### config.mk
export PLATFORM = sky130hd
export DESIGN_NAME = rle_sprite_blit_translate_top
export DESIGN_NICKNAME = d
export VERILOG_FILES = /design/src/rtl/rsbt_pkg.sv /design/src/rtl/rle_sprite_blit_translate_top.sv /design/src/rtl/rsbt_ram.sv
export SDC_FILE = /design/constraint.sdc
export NUM_CORES = 2
export LEC_CHECK = 0
export ABC_CLOCK_PERIOD_IN_PS = 7350
export BUFFER_PORTS_ARGS = -buffer_cell sky130_fd_sc_hd__buf_4
export CAP_MARGIN = 30
export CELL_PAD_IN_SITES_DETAIL_PLACEMENT = 1
export CELL_PAD_IN_SITES_GLOBAL_PLACEMENT = 1
export CORE_ASPECT_RATIO = 0.5
export CORE_MARGIN = 2
export CORE_UTILIZATION = 53
export DETAILED_ROUTE_END_ITERATION = 10
export PLACE_DENSITY = 0.85
export SKIP_CTS_REPAIR_TIMING = 1
export SLEW_MARGIN = 20
export SYNTH_ARGS = -nofsm -noshare
export SYNTH_HDL_FRONTEND = slang
export SYNTH_SLANG_ARGS = --single-unit
### constraint.sdc
create_clock -name clock -period 7.35 [get_ports clock]
set_clock_uncertainty 0.05 [all_clocks]
set_input_delay 1.1025 -clock clock [delete_from_list [all_inputs] [get_ports clock]]
set_output_delay 1.1025 -clock clock [all_outputs]
set_load 0.1 [all_outputs]
### src/rtl/rsbt_pkg.sv
// ----------------------------------------------------------------------------
// rsbt_pkg : shared definitions for the run-length sprite blitter
// Register indexes, request kinds, field widths and parameter defaults.
// ----------------------------------------------------------------------------
package rsbt_pkg;

   // defaults for the top-level parameters
   localparam int DEF_LINE_PITCH = 768;
   localparam int DEF_ADDR_BITS  = 20;

   // fixed field widths
   localparam int BYTE_BITS   = 8;
   localparam int OUT_ADDR_W  = 20;
   localparam int ROW_BITS    = 11;
   localparam int RUN_BITS    = 7;
   localparam int START_W     = 20;
   localparam int WIDTH_W     = 10;
   localparam int CLIP_W      = 21;
   localparam int CSR_DATA_W  = 21;
   localparam int CSR_INDEX_W = 3;
   localparam int PAL_DEPTH   = 256;

   // configuration register indexes
   typedef enum logic [CSR_INDEX_W-1:0] {
      REG_START_ADDRESS    = 3'd0,
      REG_SPRITE_WIDTH     = 3'd1,
      REG_TRANSLATE_ENABLE = 3'd2,
      REG_CLIP_LOW         = 3'd3,
      REG_CLIP_HIGH        = 3'd4
   } csr_index_type;

   // request kinds carried on tuser
   typedef enum logic {
      REQ_STREAM = 1'b0,
      REQ_TABLE  = 1'b1
   } req_kind_type;

   // reset values of the configuration registers
   localparam logic [START_W-1:0] RST_START_ADDRESS = '0;
   localparam logic [WIDTH_W-1:0] RST_SPRITE_WIDTH  = 10'd1;
   localparam logic [CLIP_W-1:0]  RST_CLIP_LOW      = '0;
   localparam logic [CLIP_W-1:0]  RST_CLIP_HIGH     = 21'd1048576;

endpackage

### src/rtl/rle_sprite_blit_translate_top.sv
// ----------------------------------------------------------------------------
// Pipeline: a stream byte goes to stage one (stepped state, palette read), then
// stage two (output). Throughput: one item per cycle unless rsp_tready stalls;
// the palette RAM read port sets the pipeline.
// Reset: synchronous, clears registers, pipeline valids and frame tracking.
// The palette table has no reset and holds garbage until written.
// ----------------------------------------------------------------------------
// rle_sprite_blit_translate_top : run-length transparent sprite blitter
// Decodes control and pixel bytes into pixel writes with clipping and an
// optional palette translation through a 256-entry table.
// ----------------------------------------------------------------------------
module rle_sprite_blit_translate_top
   import rsbt_pkg::*;
#(
   parameter int LINE_PITCH = DEF_LINE_PITCH,
   parameter int ADDR_BITS  = DEF_ADDR_BITS
) (
   input  logic                   clock,
   input  logic                   reset,
   // configuration write port
   input  logic                   csr_we,
   input  logic [CSR_INDEX_W-1:0] csr_index,
   input  logic [CSR_DATA_W-1:0]  csr_wdata,
   // request channel
   input  logic                   req_tvalid,
   output logic                   req_tready,
   input  logic [23:0]            req_tdata,  // stream_byte, table_index, table_value
   input  logic                   req_tuser,  // req_type
   input  logic                   req_tlast,  // last_byte
   // result channel
   output logic                   rsp_tvalid,
   input  logic                   rsp_tready,
   output logic [31:0]            rsp_tdata,  // write_addr, pixel, zero pad
   output logic                   rsp_tuser,  // write_valid
   output logic                   rsp_tlast   // frame_done
);

   // pointer carries two guard bits so that addresses below zero wrap high
   localparam int PTR_BITS = ADDR_BITS + 2;
   localparam int CMP_BITS = (PTR_BITS > CLIP_W) ? PTR_BITS : CLIP_W;
   localparam int PAL_AW   = $clog2(PAL_DEPTH);

   // ------------------------------------------------------------------
   // configuration registers
   // ------------------------------------------------------------------
   logic [START_W-1:0] start_address_ff;
   logic [WIDTH_W-1:0] sprite_width_ff;
   logic               translate_enable_ff;
   logic [CLIP_W-1:0]  clip_low_ff;
   logic [CLIP_W-1:0]  clip_high_ff;

   always_ff @(posedge clock) begin
      if (reset) begin
         start_address_ff    <= RST_START_ADDRESS;
         sprite_width_ff     <= RST_SPRITE_WIDTH;
         translate_enable_ff <= 1'b0;
         clip_low_ff         <= RST_CLIP_LOW;
         clip_high_ff        <= RST_CLIP_HIGH;
      end else if (csr_we) begin
         case (csr_index)
            REG_START_ADDRESS:    start_address_ff    <= csr_wdata[START_W-1:0];
            REG_SPRITE_WIDTH:     sprite_width_ff     <= csr_wdata[WIDTH_W-1:0];
            REG_TRANSLATE_ENABLE: translate_enable_ff <= csr_wdata[0];
            REG_CLIP_LOW:         clip_low_ff         <= csr_wdata[CLIP_W-1:0];
            REG_CLIP_HIGH:        clip_high_ff        <= csr_wdata[CLIP_W-1:0];
            default: ;  // writes outside the register list are dropped
         endcase
      end
   end

   // ------------------------------------------------------------------
   // request fields and handshake
   // ------------------------------------------------------------------
   logic [BYTE_BITS-1:0] req_byte;
   logic [BYTE_BITS-1:0] req_table_index;
   logic [BYTE_BITS-1:0] req_table_value;
   logic                 req_accept;
   logic                 stream_accept;
   logic                 table_accept;

   assign req_byte        = req_tdata[7:0];
   assign req_table_index = req_tdata[15:8];
   assign req_table_value = req_tdata[23:16];

   // stage one and stage two valids
   logic s1_valid_ff;
   logic s1_valid_in;
   logic rsp_valid_ff;
   logic out_free;
   logic s1_move;

   // stage two takes a new transfer once the held result has gone
   assign out_free   = !rsp_valid_ff || rsp_tready;
   assign s1_move    = s1_valid_ff && out_free;
   assign req_tready = !s1_valid_ff || out_free;

   assign req_accept    = req_tvalid && req_tready;
   assign stream_accept = req_accept && (req_tuser == REQ_STREAM);
   assign table_accept  = req_accept && (req_tuser == REQ_TABLE);

   // ------------------------------------------------------------------
   // decoder state
   // ------------------------------------------------------------------
   logic [PTR_BITS-1:0] ptr_ff,   ptr_in;
   logic [ROW_BITS-1:0] row_ff,   row_in;
   logic [RUN_BITS-1:0] run_ff,   run_in;
   logic                vis_ff,   vis_in;
   logic                fstart_ff, fstart_in;

   // stepped result of the accepted byte, captured into stage one
   logic                  step_wv;
   logic [OUT_ADDR_W-1:0] step_addr;

   always_comb begin
      logic [PTR_BITS-1:0]  ptr0;
      logic [ROW_BITS-1:0]  row0;
      logic [RUN_BITS-1:0]  run0;
      logic                 vis0;
      logic [PTR_BITS-1:0]  ptr1;
      logic [ROW_BITS-1:0]  row1;
      logic [RUN_BITS-1:0]  run1;
      logic                 vis1;
      logic [BYTE_BITS-1:0] skip;
      logic [CMP_BITS-1:0]  ptr_cmp;
      logic [ROW_BITS-1:0]  width_row;

      width_row = ROW_BITS'(sprite_width_ff);

      // a frame's first byte reloads pointer and row, and clears the run
      if (fstart_ff) begin
         ptr0 = PTR_BITS'(start_address_ff);
         row0 = width_row;
         run0 = '0;
         vis0 = 1'b0;
      end else begin
         ptr0 = ptr_ff;
         row0 = row_ff;
         run0 = run_ff;
         vis0 = vis_ff;
      end

      ptr_cmp   = CMP_BITS'(ptr0);
      skip      = BYTE_BITS'(-req_byte);  // magnitude of a negative control byte
      step_wv   = 1'b0;
      step_addr = OUT_ADDR_W'(ptr0[ADDR_BITS-1:0]);

      if (run0 != '0) begin
         // pixel byte inside a literal run
         step_wv = vis0;
         ptr1    = ptr0 + PTR_BITS'(1);
         run1    = run0 - RUN_BITS'(1);
         row1    = row0;
         vis1    = vis0;
      end else if (!req_byte[BYTE_BITS-1]) begin
         // open a literal run, clip-tested on its first address
         ptr1 = ptr0;
         run1 = req_byte[RUN_BITS-1:0];
         row1 = row0 - ROW_BITS'(req_byte);
         vis1 = (ptr_cmp >= CMP_BITS'(clip_low_ff)) && (ptr_cmp < CMP_BITS'(clip_high_ff));
      end else begin
         // transparent skip
         ptr1 = ptr0 + PTR_BITS'(skip);
         run1 = '0;
         row1 = row0 - ROW_BITS'(skip);
         vis1 = vis0;
      end

      if (!step_wv) begin
         step_addr = '0;
      end

      // row end: move up one line and reload the row counter
      ptr_in = ptr1;
      row_in = row1;
      if ((run1 == '0) && (row1 == '0)) begin
         ptr_in = ptr1 - PTR_BITS'(LINE_PITCH) - PTR_BITS'(sprite_width_ff);
         row_in = width_row;
      end

      run_in    = run1;
      vis_in    = vis1;
      fstart_in = 1'b0;
      // frame end: drop any unfinished run
      if (req_tlast) begin
         run_in    = '0;
         vis_in    = 1'b0;
         fstart_in = 1'b1;
      end
   end

   always_ff @(posedge clock) begin
      if (reset) begin
         ptr_ff    <= '0;
         row_ff    <= ROW_BITS'(RST_SPRITE_WIDTH);
         run_ff    <= '0;
         vis_ff    <= 1'b0;
         fstart_ff <= 1'b1;
      end else if (stream_accept) begin
         ptr_ff    <= ptr_in;
         row_ff    <= row_in;
         run_ff    <= run_in;
         vis_ff    <= vis_in;
         fstart_ff <= fstart_in;
      end
   end

   // ------------------------------------------------------------------
   // palette table: write on table transfers, read with every stream byte
   // ------------------------------------------------------------------
   logic [BYTE_BITS-1:0] pal_q;

   rsbt_ram #(
      .WIDTH (BYTE_BITS),
      .DEPTH (PAL_DEPTH)
   ) u_palette (
      .clock   (clock),
      .wr_en   (table_accept),
      .wr_addr (req_table_index[PAL_AW-1:0]),
      .wr_data (req_table_value),
      .rd_en   (stream_accept),
      .rd_addr (req_byte[PAL_AW-1:0]),
      .rd_data (pal_q)
   );

   // ------------------------------------------------------------------
   // stage one: stepped result, waiting for the palette data
   // ------------------------------------------------------------------
   logic                  s1_wv_ff;
   logic [OUT_ADDR_W-1:0] s1_addr_ff;
   logic [BYTE_BITS-1:0]  s1_byte_ff;
   logic                  s1_last_ff;

   always_comb begin
      s1_valid_in = s1_valid_ff;
      if (stream_accept) begin
         s1_valid_in = 1'b1;
      end else if (s1_move) begin
         s1_valid_in = 1'b0;
      end
   end

   always_ff @(posedge clock) begin
      if (reset) begin
         s1_valid_ff <= 1'b0;
      end else begin
         s1_valid_ff <= s1_valid_in;
      end
   end

   always_ff @(posedge clock) begin
      if (stream_accept) begin
         s1_wv_ff   <= step_wv;
         s1_addr_ff <= step_addr;
         s1_byte_ff <= req_byte;
         s1_last_ff <= req_tlast;
      end
   end

   // ------------------------------------------------------------------
   // stage two: output register
   // ------------------------------------------------------------------
   logic [BYTE_BITS-1:0]  pixel_in;
   logic                  rsp_wv_ff;
   logic [OUT_ADDR_W-1:0] rsp_addr_ff;
   logic [BYTE_BITS-1:0]  rsp_pixel_ff;
   logic                  rsp_last_ff;

   always_comb begin
      pixel_in = '0;
      if (s1_wv_ff) begin
         pixel_in = translate_enable_ff ? pal_q : s1_byte_ff;
      end
   end

   always_ff @(posedge clock) begin
      if (reset) begin
         rsp_valid_ff <= 1'b0;
      end else if (out_free) begin
         rsp_valid_ff <= s1_valid_ff;
      end
   end

   always_ff @(posedge clock) begin
      if (s1_move) begin
         rsp_wv_ff    <= s1_wv_ff;
         rsp_addr_ff  <= s1_addr_ff;
         rsp_pixel_ff <= pixel_in;
         rsp_last_ff  <= s1_last_ff;
      end
   end

   assign rsp_tvalid = rsp_valid_ff;
   assign rsp_tdata  = {4'b0000, rsp_pixel_ff, rsp_addr_ff};
   assign rsp_tuser  = rsp_wv_ff;
   assign rsp_tlast  = rsp_last_ff;

endmodule

### src/rtl/rsbt_ram.sv
// ----------------------------------------------------------------------------
// rsbt_ram : generic single-write, single-read RAM
// One write port and one read port with a registered, enabled read.
// ----------------------------------------------------------------------------
module rsbt_ram #(
   parameter int WIDTH = 8,
   parameter int DEPTH = 256
) (
   input  logic                     clock,
   input  logic                     wr_en,
   input  logic [$clog2(DEPTH)-1:0] wr_addr,
   input  logic [WIDTH-1:0]         wr_data,
   input  logic                     rd_en,
   input  logic [$clog2(DEPTH)-1:0] rd_addr,
   output logic [WIDTH-1:0]         rd_data
);

   logic [WIDTH-1:0] mem_ff [DEPTH];
   logic [WIDTH-1:0] rd_data_ff;

   always_ff @(posedge clock) begin
      if (wr_en) begin
         mem_ff[wr_addr] <= wr_data;
      end
      if (rd_en) begin
         rd_data_ff <= mem_ff[rd_addr];
      end
   end

   assign rd_data = rd_data_ff;

endmodule
==> run_results.csv <==
group,metric,value,unit
synth,synth_compound_area_share,1.95,%
setup_path,r2r_slack,1.07,ns
placed_design,io_buffers,86,
timing,relSlewSlack,15.6,%
synth,ys_seq_elements,2233,
synth,syn_area,0.0898,sq mm
synth,netlist_instances,4491,
floorplanning,boundaryPins,91,
setup_path,crit_type,"reg -> reg",
clocking,cts_buffers,188,
setup_path,reg2reg_depth,19,
timing,tns,0,ns
route,antenna_left,0,
synth,synth_top_family_by_area,"multiplexers",
grt,globalRoute.totalOverflow,0,
route,drtPass1Iterations,6,
grt,grt_pass1_wl,396,mm
min_path,min_path_cells,0,
min_path,hold_class,"reg -> reg",
timing,setup_viol_count_final,0,
timing,max_freq,0.159,GHz
run,maxCapViolCount,0,
synth,yosys_warnings,0,
clocking,cts-root-buf,"clkbuf_16",
cells_and_area,layout-area-overhead-vs-synth,11.0,%
clocking,cts_tree,"built",
route,drc,0,
synth,synth_edf_count,2116,
floorplanning,core,0.168,sq mm
timing,worst_pin_slew,1.26,ns
grt,grt_max_degree,166,
synth,ys_seq_area_share,73.4,%
clocking,clkLatencyLatePin,0.87,ns
power_and_ir_drop,p_leak,0.0312,uW
outcome,status,"finished, final reports clean",
timing,min_period,6.28,ns
setup_path,required,8.08,ns
route,viasPerCell,7.41,
route,first_iter_violations,10100,
timing,fin_ws,1.07,ns
synth,synthFlopType,"edfxtp_1",
floorplanning,dieArea,0.173,sq mm
floorplanning,num_rows,106,
synth,synthMuxAreaShare,17.6,%
power_and_ir_drop,powerDensity,267,mW/mm^2
route,via_count,52400,
clocking,clk_pin_slew,0.07,ns
cells_and_area,layout-drive-gt1-share,24.5,%
floorplanning,initial_core_util,53.5,%
cells_and_area,mostFrequentLayoutCells,"edfxtp_1 (2,116), mux4_2 (680), nor2_1 (355), nand2_1 (238), clkbuf_16 (192)",
timing,holdWs,0.374,ns
cells_and_area,utilization,59.4,%
floorplanning,die_h,295,microns
setup_path,path_max_fanout,19,
grt,grt.total_usage,32.8,%
setup_path,worstPathArrival,7.00,ns
synth,postSynthAreaPerCell,20.0,sq um
timing,maxSlewViolCount,0,
route,wl_per_cell,42.8,microns
route,routed_wl,302,mm
setup_path,end_kind,"flop",
synth,yosysUniqueCellTypes,74,
placed_design,place_hpwl,145,mm
timing,hold_viol_final,0,
placed_design,dp_slack,0.711,ns
placed_design,routabilityCongestion,0.863,
setup_path,start_kind,"flop",
clocking,cts.sinks,2233,
power_and_ir_drop,peakVddDrop,205,uV
clocking,htreeDepth,4,
synth,synthSimpleGateAreaFrac,3.79,%
cells_and_area,nNetsFinal,4761,
clocking,cts_buffer_depth,3,
synth,synthAdderAreaFrac,1.21,%
timing,period_share,85.4,%
timing,rsz0062_at_grt,"no",
grt,grt_pass1_vias,50900,
synth,synth_xor_area_share,0.507,%
synth,async_reset_ff_share,0,%
grt,antenna_found_initial,25,
floorplanning,fp.dieW,586,microns
cells_and_area,final_common_cell,"edfxtp_1",
synthesized netlist by cell type, types with 5 or more instances:
library cell	count	area, sq um
nand3_1	39	195
nand4_1	17	106
mux2_2	11	124
a311oi_1	6	52.6
o21bai_1	9	67.6
nand4b_1	5	43.8
o211ai_1	9	67.6
and3_1	14	87.6
clkbuf_1	162	608
nor2_1	358	1340
a31oi_1	5	31.3
xnor2_1	40	350
edfxtp_1	2116	63500
a22oi_1	5	37.5
nor3b_1	6	45.0
dfxtp_1	117	2340
nand2_1	238	893
buf_1	35	131
inv_1	90	338
mux4_2	680	15300
nand2b_1	19	119
a211oi_1	25	188
a21oi_1	123	616
ha_1	82	1030
and2_1	7	43.8
o21ai_0	35	175
xor2_1	12	105
nor2b_1	26	163
o22ai_1	5	31.3
nor3_1	22	110
a21o_1	12	90.1
mux2i_1	39	390
buf_4	6	45.0
buf_2	43	215
cells by family after synthesis:
kind of cell | after synthesis
compound gates | 276
xor+xnor | 52
fa+ha+maj | 85
buf+inv | 338
flops | 2233
mux | 730
other cells | 1
simple gates | 776
routing by layer:
metal  up-vias  GRT usage (%)  part of all wire (%)
met3      1133           8.13                    14
met5         -              0                 0.061
li1      18500              -                     -
met1     26700           43.4                    33
met4        28           16.4                   6.4
met2      5939           51.3                    46
path summary, 6_finish.rpt:
kind | from | end
setup / recovery | fstart_ff | ptr_ff[21]
hold / removal | s1_addr_ff[8] | rsp_addr_ff[8]
setup reg to reg | fstart_ff | ptr_ff[21]
hold reg to reg | s1_addr_ff[8] | rsp_addr_ff[8]
sequential cells by signal (all words and copies together), names as in the netlist, 10 cells and up:
| signal | count |
|---|---|
| ptr_ff | 22 |
| clip_low_ff | 21 |
| s1_addr_ff | 20 |
| clip_high_ff | 21 |
| start_address_ff | 20 |
| u_palette.mem_ff | 2048 |
| sprite_width_ff | 10 |
| row_ff | 11 |
| rsp_addr_ff | 20 |
per-stage QoR:
step	std cells	cell area, sq um	total power (uW)
finish	7067	99600	26600
global route	7051	99600	26900
CTS	7012	99100	26200
detailed placement	6661	92900	15800
global placement	6657	92900	15800
floorplan	4494	89800	15200
power breakdown:
group / internal (uW) / switching (uW)
Combinational: 622 / 1130
Sequential: 13900 / 39.9
Clock: 5560 / 5320
Total: 20100 / 6490
critical path: stages (launching register included):
cell	delay, ns
dfxtp_2	0.60
inv_1	0.28
nand2_1	0.19
ha_1	0.51
nor2b_1	0.65
a22o_1	0.44
nor2_1	0.07
a21oi_1	0.27
ha_1	0.31
ha_1	0.27
fa_1	0.53
a21o_1	0.21
a21o_1	0.20
a21oi_1	0.20
o21ai_0	0.19
nand4_1	0.23
and2_1	0.18
nand4_2	0.19
or4_1	0.54
nand3_1	0.10
final cells by class:
cell class                 count  area, sq um
fill                       14100        68000
clock buffer                 228         4970
clock inverter               123         1200
sequential                  2233        65900
tap                         2268         2840
timing repair buffer         184         1780
inverter                      91          343
antenna                       17         42.5
multi-input combinational   1923        22600
Note: power is estimated with default switching activity, not from simulation.
